**config.mk**
```make
export PLATFORM = sky130hd
export DESIGN_NAME = alpha_aware_convolution_normalizer_top
export DESIGN_NICKNAME = d
export VERILOG_FILES = /design/src/hw/rtl/acn_pkg.sv /design/src/hw/rtl/acn_front.sv /design/src/hw/rtl/acn_fifo.sv /design/src/hw/rtl/acn_back.sv /design/src/hw/rtl/alpha_aware_convolution_normalizer_top.sv
export SDC_FILE = /design/constraint.sdc
export NUM_CORES = 2
export LEC_CHECK = 0
export ABC_AREA = 1
export BUFFER_PORTS_ARGS = -buffer_cell sky130_fd_sc_hd__buf_2
export CAP_MARGIN = 10
export CORE_ASPECT_RATIO = 1.1
export CORE_MARGIN = 5
export CORE_UTILIZATION = 30
export DETAILED_ROUTE_END_ITERATION = 10
export GPL_TIMING_DRIVEN = 0
export PLACE_DENSITY = 0.44
export SYNTH_ARGS = -nofsm -noshare
export SYNTH_HDL_FRONTEND = slang
export SYNTH_HIERARCHICAL = 1
export SYNTH_SLANG_ARGS = --single-unit
```
**constraint.sdc**
```tcl
create_clock -name clk -period 13.7 [get_ports clk]
set_clock_uncertainty 0.1 [all_clocks]
set_input_delay 0.685 -clock clk [delete_from_list [all_inputs] [get_ports clk]]
set_output_delay 0.685 -clock clk [all_outputs]
set_load 0.005 [all_outputs]
```
**src/hw/rtl/acn_pkg.sv**
```systemverilog
`timescale 1ns / 1ps
package acn_pkg;
	localparam int PIX_W  = 8;
	localparam int WGT_W  = 16;
	localparam int SUM_W  = 40;
	localparam int DIV_W  = 24;
	localparam int BIAS_W = 11;
	localparam int MASK_W = 4;
	localparam int NCH    = 4;
	localparam int FIFO_DEPTH = 2;

	localparam logic [DIV_W-1:0]  DIVISOR_RST = 24'd256;
	localparam logic [BIAS_W-1:0] BIAS_RST    = 11'd0;
	localparam logic [MASK_W-1:0] MASK_RST    = 4'hf;

	localparam logic [1:0] REG_DIVISOR = 2'd0;
	localparam logic [1:0] REG_BIAS    = 2'd1;
	localparam logic [1:0] REG_MASK    = 2'd2;

	localparam logic [1:0] CH_ALPHA = 2'd3;

	// one finished window, handed from accumulator to normalizer
	typedef struct packed {
		logic [NCH-1:0][SUM_W-1:0] sum;
		logic [SUM_W-1:0]          rdiv;
		logic [NCH-1:0][PIX_W-1:0] centre;
		logic                      masked;
	} win_t;

	typedef struct packed {
		logic [DIV_W-1:0]  divisor;
		logic [BIAS_W-1:0] bias;
		logic [MASK_W-1:0] target_mask;
	} cfg_t;
endpackage

```
**src/hw/rtl/acn_front.sv**
```systemverilog
`timescale 1ns / 1ps
module acn_front
	import acn_pkg::*;
(
	input  logic             clk,
	input  logic             arst_n,
	input  logic             tap_valid,
	input  logic [PIX_W-1:0] pix_red,
	input  logic [PIX_W-1:0] pix_green,
	input  logic [PIX_W-1:0] pix_blue,
	input  logic [PIX_W-1:0] pix_alpha,
	input  logic [WGT_W-1:0] weight,
	input  logic             is_centre,
	input  logic             last_tap,
	input  logic             masked_out,
	input  logic [DIV_W-1:0] divisor,
	output logic             win_push,
	output win_t             win_data
);
	logic [NCH-1:0][SUM_W-1:0] sum_q, sum_n;
	logic [NCH-1:0][PIX_W-1:0] centre_q, centre_n;
	logic [NCH-1:0][PIX_W-1:0] pix;
	logic [SUM_W-1:0] rdiv_q, rdiv_base, rdiv_n;
	logic mid_q;

	assign pix = {pix_alpha, pix_blue, pix_green, pix_red};
	assign rdiv_base = mid_q ? rdiv_q : SUM_W'($signed(divisor));

	always_comb begin
		sum_n    = sum_q;
		centre_n = is_centre ? pix : centre_q;
		rdiv_n   = rdiv_base;
		if (pix_alpha == '0) begin
			rdiv_n = rdiv_base - SUM_W'($signed(weight));
		end else begin
			for (int c = 0; c < NCH; c++) begin
				sum_n[c] = sum_q[c] + SUM_W'($signed({1'b0, pix[c]}) * $signed(weight));
			end
		end
	end

	assign win_push        = tap_valid && last_tap;
	assign win_data.sum    = sum_n;
	assign win_data.rdiv   = rdiv_n;
	assign win_data.centre = centre_n;
	assign win_data.masked = masked_out;

	always_ff @(posedge clk or negedge arst_n) begin
		if (!arst_n) begin
			sum_q    <= '0;
			centre_q <= '0;
			rdiv_q   <= SUM_W'($signed(DIVISOR_RST));
			mid_q    <= 1'b0;
		end else if (tap_valid) begin
			rdiv_q <= rdiv_n;
			mid_q  <= !last_tap;
			if (last_tap) begin
				sum_q    <= '0;
				centre_q <= '0;
			end else begin
				sum_q    <= sum_n;
				centre_q <= centre_n;
			end
		end
	end
endmodule

```
**src/hw/rtl/acn_fifo.sv**
```systemverilog
`timescale 1ns / 1ps
module acn_fifo
	import acn_pkg::*;
(
	input  logic clk,
	input  logic arst_n,
	input  logic push,
	input  win_t wdata,
	output logic full,
	input  logic pop,
	output win_t rdata,
	output logic empty
);
	win_t mem_q [FIFO_DEPTH];
	logic wp_q, rp_q;
	logic [1:0] cnt_q;

	assign full  = cnt_q == 2'(FIFO_DEPTH);
	assign empty = cnt_q == '0;
	assign rdata = mem_q[rp_q];

	always_ff @(posedge clk) begin
		if (push && !full) begin
			mem_q[wp_q] <= wdata;
		end
	end

	always_ff @(posedge clk or negedge arst_n) begin
		if (!arst_n) begin
			wp_q  <= 1'b0;
			rp_q  <= 1'b0;
			cnt_q <= '0;
		end else begin
			if (push && !full) wp_q <= !wp_q;
			if (pop && !empty) rp_q <= !rp_q;
			cnt_q <= cnt_q + 2'(push && !full) - 2'(pop && !empty);
		end
	end
endmodule

```
**src/hw/rtl/acn_back.sv**
```systemverilog
`timescale 1ns / 1ps
module acn_back
	import acn_pkg::*;
(
	input  logic             clk,
	input  logic             arst_n,
	input  cfg_t             cfg,
	input  logic             win_empty,
	input  win_t             win_in,
	output logic             win_pop,
	output logic             res_valid,
	input  logic             res_take,
	output logic [NCH-1:0][PIX_W-1:0] res_pix,
	output logic             res_write
);
	typedef enum logic [4:0] {
		S_IDLE = 5'b00001,
		S_CHAN = 5'b00010,
		S_DIV  = 5'b00100,
		S_FIN  = 5'b01000,
		S_DONE = 5'b10000
	} state_t;

	state_t state_q;
	win_t   win_q;
	logic [1:0] ch_q;
	logic [NCH-1:0][PIX_W-1:0] res_q;
	logic wr_q, neg_q;
	logic [5:0] cnt_q;
	logic [SUM_W-1:0] num_q, den_q;
	logic [SUM_W:0] rem_q, trial;
	logic [SUM_W-1:0] sum_sel, den_sel, sum_abs, den_abs;
	logic need_div, qbit;
	logic [SUM_W+1:0] q_signed, q_biased;
	logic [PIX_W-1:0] q_clamped;

	assign sum_sel  = win_q.sum[ch_q];
	assign den_sel  = (ch_q == CH_ALPHA) ? SUM_W'($signed(cfg.divisor)) : win_q.rdiv;
	assign need_div = cfg.target_mask[ch_q] && (den_sel != '0);
	assign sum_abs  = sum_sel[SUM_W-1] ? -sum_sel : sum_sel;
	assign den_abs  = den_sel[SUM_W-1] ? -den_sel : den_sel;

	// restoring division on magnitudes, quotient shifts into num_q
	assign trial = {rem_q[SUM_W-1:0], num_q[SUM_W-1]};
	assign qbit  = trial >= {1'b0, den_q};

	always_comb begin
		q_signed = neg_q ? -{2'b00, num_q} : {2'b00, num_q};
		q_biased = q_signed + (SUM_W+2)'($signed(cfg.bias));
		if (q_biased[SUM_W+1])
			q_clamped = '0;
		else if (q_biased > (SUM_W+2)'(255))
			q_clamped = '1;
		else
			q_clamped = q_biased[PIX_W-1:0];
	end

	assign win_pop   = (state_q == S_IDLE) && !win_empty;
	assign res_valid = state_q == S_DONE;
	assign res_pix   = res_q;
	assign res_write = wr_q;

	always_ff @(posedge clk) begin
		case (state_q)
			S_IDLE: begin
				if (!win_empty) begin
					win_q <= win_in;
					ch_q  <= '0;
					wr_q  <= !win_in.masked;
					if (win_in.masked) res_q <= '0;
					else if (win_in.rdiv == '0) res_q <= win_in.centre;
				end
			end
			S_CHAN: begin
				num_q <= sum_abs;
				den_q <= den_abs;
				neg_q <= sum_sel[SUM_W-1] ^ den_sel[SUM_W-1];
				rem_q <= '0;
				cnt_q <= '0;
				if (!need_div) begin
					res_q[ch_q] <= win_q.centre[ch_q];
					ch_q <= ch_q + 2'd1;
				end
			end
			S_DIV: begin
				rem_q <= qbit ? trial - {1'b0, den_q} : trial;
				num_q <= {num_q[SUM_W-2:0], qbit};
				cnt_q <= cnt_q + 6'd1;
			end
			S_FIN: begin
				res_q[ch_q] <= q_clamped;
				ch_q <= ch_q + 2'd1;
			end
			default: ;
		endcase
	end

	always_ff @(posedge clk or negedge arst_n) begin
		if (!arst_n) begin
			state_q <= S_IDLE;
		end else begin
			case (state_q)
				S_IDLE: if (!win_empty)
					state_q <= (win_in.masked || win_in.rdiv == '0) ? S_DONE : S_CHAN;
				S_CHAN: begin
					if (need_div) state_q <= S_DIV;
					else if (ch_q == CH_ALPHA) state_q <= S_DONE;
				end
				S_DIV:  if (cnt_q == 6'(SUM_W-1)) state_q <= S_FIN;
				S_FIN:  state_q <= (ch_q == CH_ALPHA) ? S_DONE : S_CHAN;
				S_DONE: if (res_take) state_q <= S_IDLE;
				default: state_q <= S_IDLE;
			endcase
		end
	end

	a_div_bound: assert property (@(posedge clk) disable iff (!arst_n)
		state_q == S_DIV |-> cnt_q < 6'(SUM_W)) else $error("divider overran");
	a_masked_zero: assert property (@(posedge clk) disable iff (!arst_n)
		res_valid && !wr_q |-> res_q == '0) else $error("masked result not zero");
	a_hold_result: assert property (@(posedge clk) disable iff (!arst_n)
		res_valid && !res_take |=> res_valid && $stable(res_q))
		else $error("result changed while waiting");
endmodule

```
**src/hw/rtl/alpha_aware_convolution_normalizer_top.sv**
```systemverilog
`timescale 1ns / 1ps
// rgba convolution normalizer: feed one window tap per transfer (pixel, weight,
// flags); taps are taken one per cycle while the window queue has room. on the
// last tap the window's sums go into a two-entry queue and a sequential
// normalizer divides each targeted channel with a one-bit-per-cycle divider:
// one channel at a time, shared by the whole window. masked and zero-divisor
// windows skip the divider.
// taps of the next windows keep streaming while the divider works, until the
// queue fills. results appear on a queue-style port (empty/pop). registers on
// the apb port: divisor at 0x0, bias at 0x4, target mask at 0x8.
module alpha_aware_convolution_normalizer_top
	import acn_pkg::*;
(
	input  logic        clk,
	input  logic        arst_n,
	// configuration
	input  logic        psel,
	input  logic        penable,
	input  logic        pwrite,
	input  logic [3:0]  paddr,
	input  logic [31:0] pwdata,
	output logic [31:0] prdata,
	output logic        pready,
	// tap input
	input  logic        push,
	output logic        full,
	input  logic [7:0]  pix_red,
	input  logic [7:0]  pix_green,
	input  logic [7:0]  pix_blue,
	input  logic [7:0]  pix_alpha,
	input  logic [15:0] weight,
	input  logic        is_centre,
	input  logic        last_tap,
	input  logic        masked_out,
	// results
	output logic        empty,
	input  logic        pop,
	output logic [7:0]  out_red,
	output logic [7:0]  out_green,
	output logic [7:0]  out_blue,
	output logic [7:0]  out_alpha,
	output logic        write_pixel
);
	cfg_t cfg_q;
	logic tap_xfer, win_push, win_full, win_pop, win_empty, res_valid;
	win_t win_wr, win_rd;
	logic [NCH-1:0][PIX_W-1:0] res_pix;

	// config registers, written in the apb access phase
	assign pready = 1'b1;
	always_ff @(posedge clk or negedge arst_n) begin
		if (!arst_n) begin
			cfg_q.divisor     <= DIVISOR_RST;
			cfg_q.bias        <= BIAS_RST;
			cfg_q.target_mask <= MASK_RST;
		end else if (psel && penable && pwrite) begin
			case (paddr[3:2])
				REG_DIVISOR: cfg_q.divisor     <= pwdata[DIV_W-1:0];
				REG_BIAS:    cfg_q.bias        <= pwdata[BIAS_W-1:0];
				REG_MASK:    cfg_q.target_mask <= pwdata[MASK_W-1:0];
				default: ;
			endcase
		end
	end

	always_comb begin
		case (paddr[3:2])
			REG_DIVISOR: prdata = 32'(cfg_q.divisor);
			REG_BIAS:    prdata = 32'(cfg_q.bias);
			REG_MASK:    prdata = 32'(cfg_q.target_mask);
			default:     prdata = '0;
		endcase
	end

	// taps stall only when the window queue is full
	assign full     = win_full;
	assign tap_xfer = push && !win_full;

	acn_front u_front (
		.clk, .arst_n,
		.tap_valid (tap_xfer),
		.pix_red, .pix_green, .pix_blue, .pix_alpha,
		.weight, .is_centre, .last_tap, .masked_out,
		.divisor   (cfg_q.divisor),
		.win_push  (win_push),
		.win_data  (win_wr)
	);

	acn_fifo u_fifo (
		.clk, .arst_n,
		.push  (win_push),
		.wdata (win_wr),
		.full  (win_full),
		.pop   (win_pop),
		.rdata (win_rd),
		.empty (win_empty)
	);

	acn_back u_back (
		.clk, .arst_n,
		.cfg       (cfg_q),
		.win_empty (win_empty),
		.win_in    (win_rd),
		.win_pop   (win_pop),
		.res_valid (res_valid),
		.res_take  (pop),
		.res_pix   (res_pix),
		.res_write (write_pixel)
	);

	assign empty     = !res_valid;
	assign out_red   = res_pix[0];
	assign out_green = res_pix[1];
	assign out_blue  = res_pix[2];
	assign out_alpha = res_pix[3];
endmodule
```
==> impl_results.md <==
- Most used DFF post-synth: edfxtp_1
- I/O pins: ~160
- Synthesis-to-finish area growth: 12.1%
- Via density: 4.93
- Netlist cell types: 74
- CTS tree: done
- Worst-Margin Slew: approximately 1400 ps
- CP Buf/Inv Count: 5
- FF-to-FF End: u_back/res_pix[2]$_DFFE_PP_
- CP dominant cell by count: nand2_1
- Reg-to-reg slack, setup: between 7000 and 8000 ps
- Critical-path top delay cell: xor2_1
- Standard-cell rows: between 200 and 250
- Global Route Usage Sum: 0.237
- Asr flop ratio synth: 0.246
- Mapped Area: around 91000 um^2
- Post-synthesis register bit count: about 1100
- DP Wirelength: 311000 um
- Seq/Total Area, Yosys: 0.363
- Post-CTS Resized: 0
- Mean Syn Cell Area: around 7.7 um^2
- CTS max path bufs: 4
- YS warnings: 6
- Buffers on Ports: 94
- Die Footprint: 313000 um^2
- Period utilization: 0.645
- Initial Utilization: 0.301
- Top cells by area, synth: edfxtp_1 29%, nand2_1 16%, fa_1 9.2%
- Final slew viol count: 0
- Met3 Use GR: 0.0247
- Crit Path Max Fanout: 10
- DRT iter0 DRCs: a little under 6000
- Top cell type by total area after synthesis: edfxtp_1
- Setup Viol. Count Final: 0
- Largest net degree at the start of global routing: 104
- Pre-CTS WS: 3940 ps
- Core area: between 300000 and 400000 um^2
- Vias in the first global route: ~80000
- Share of cells above drive strength 1: 0.0603
- Fin crit period: about 8800 ps
- Post-route ant nets: 0
- CP peak stage delay: approximately 870 ps
- RSZ-0062 raised after global routing: false
- Final WL: 378000 um
- Sink Count: 1141
- H-Tree Level Count: 4
- GRT Max-Usage Layer: met2
- Fmax: about 110 MHz
- Clock Pin Slew Worst Setup and Hold Paths: around 60 ps
- Worst setup SP type: input port
- Drt first pass iters: 6
- GPL Wtd Cong: between 0.9 and 1
- Synth Instances: ~12000
- Final-report hold violation count: 0
- Clock Latency Late Sink: between 800 and 900 ps
- Initial antenna violation count: 28
- Worst Path Arrival: 9380 ps
- Die X-Extent: ~530 um
- Met1 Use GR: 0.302
- GRT overflow: 0
- Hold path depth: 3
- Slew Limit Headroom: 0.0273
- First-pass GRT wire length: 544000 um
- Clk root buf: clkbuf_16
- Worst setup EP type: flop
- Setup ws final: 4860 ps
- CTS Buf Count: approximately 150
- DIE HEIGHT: just under 600 um
- Share of the synthesized area in the top cell type: 0.285
- Post-CTS Hold Buffers: 19
- Setup bufs post-CTS: 0
- CP delay by family, top: adder cells
- Status: finished, final reports clean
- M2 GR Usage: 0.413
- Worst Hold End: cfg_q[1]$_DFFE_PN1P_
- WL/cell: 23.5 um
- R2R cell count: 32
- EDFF count, synth: 860
- Critical path class: input port to flop
- DRC Markers: 0
- Via Count: between 70000 and 80000
- RR Startpoint: u_back/num_q[0]$_DFFE_PP_
- Hold Path Class: input port to flop
- Final net count: ~13000
- Maxcap violations: 0
- Worst hold path startpoint: pwdata[1]
- CP Data Required Time: 14240 ps
## Yosys cell counts, types with 26 or more instances
master	count
nand3b_1	26
o21ai_0	519
or2_2	77
edfxtp_1	860
o21ai_1	80
ha_1	492
xor2_1	154
a32o_1	33
nor2_1	843
a21oi_1	537
a21oi_2	30
and2_1	51
buf_2	101
nand4_1	99
a31oi_1	31
xnor2_1	156
fa_1	415
nand2_1	3901
clkbuf_1	224
dfrtp_1	274
nor3_1	44
nand3_1	493
o21bai_1	55
inv_1	1859
## cell type report
cell class                 instances  area (um^2)
inverter                        1886         7090
antenna                            6         15.0
clock buffer                     199         4020
timing repair buffer             151         1420
tap                             3940         4930
sequential                      1141        32900
buffer                           395         1900
fill                           32100       199000
clock inverter                    54          503
multi-input combinational       8355        48800
## registers in the layout, indices dropped and copies added, names as in the netlist
name,flops
u_back/num_q,40
u_front/centre_q,32
u_front/sum_q,160
u_fifo/rp_q,1
u_fifo/wp_q,1
u_back/res_pix,32
u_back/state_q,5
u_fifo/mem_q,466
u_front/mid_q,1
u_back/res_write,1
u_back/cnt_q,6
u_back/den_q,40
u_front/rdiv_q,40
u_back/win_q,232
u_fifo/cnt_q,2
cfg_q,39
u_back/ch_q,2
u_back/rem_q,40
u_back/neg_q,1
## per-stage QoR
step           TNS (ps)   util  instances  hold slack, ps  cell area [um^2]
5_1_grt               0  0.338      16100            29.5            101000
6_report              0  0.338      16100            62.1            102000
3_3_place_gp   -2577680  0.319      15800             355             96000
3_5_place_dp          0  0.322      15800             360             96800
4_1_cts               0  0.338      16100           0.207            101000
2_1_floorplan         0      -      11800             289             90600
## kinds of logic after synthesis
group	synth area share
fa+ha+maj	0.160
simple gates	0.253
compound gates	0.0935
buf+inv	0.0991
flops	0.363
other cells	0.0000829
mux	0.00156
xor+xnor	0.0300
## worst register-to-register path, delay by kind of cell (launching register included)
kind	cells	cell delay (ps)
AND/OR/NAND/NOR	24	4250
adder cells (fa/ha/maj)	2	510
flip-flops	1	450
buffers and inverters	3	350
AO/OA/AOI/OAI	2	270
XOR/XNOR	1	180
## layer usage
metal | routed length, um | vias to the layer above
li1 | - | 38000
met1 | 162000 | 38800
met2 | 182000 | 2114
met3 | 17400 | 570
met4 | 17000 | 4
met5 | 26 | -
## worst max path at each step
stage	depth (start not counted)	start	slack, ps	end
after floorplan	7	push	1670	u_fifo/mem_q[1][0]$_DFFE_PP_
final	33	weight[15]	4860	u_front/sum_q[159]$_DFFE_PN0P_
after CTS	33	weight[15]	4780	u_front/sum_q[159]$_DFFE_PN0P_
after detailed placement	31	weight[15]	3940	u_fifo/mem_q[1][232]$_DFFE_PP_
after global routing	36	weight[15]	4410	u_front/sum_q[159]$_DFFE_PN0P_
after global placement	8	push	-7280	u_fifo/mem_q[1][217]$_DFFE_PP_
## cells in the final DEF, fill, tap and decap left out, drive strengths merged, types with 24 or more instances in the layout
cell type  instances
nand4            103
nor4              24
a21oi            572
nand2           3923
clkinv            40
ha               492
nand3b            26
dfrtp            274
edfxtp           860
o21bai            60
and2              51
o21a              24
nand3            500
xor2             154
a31oi             31
fa               415
or2               97
o21ai            618
a21o              25
buf              298
a32o              34
clkbuf           428
nor2             867
xnor2            156
nor3              49
inv             1889
Power is not shown: default switching activity piles up to over one toggle a cycle in this logic, so the estimate is an artifact.
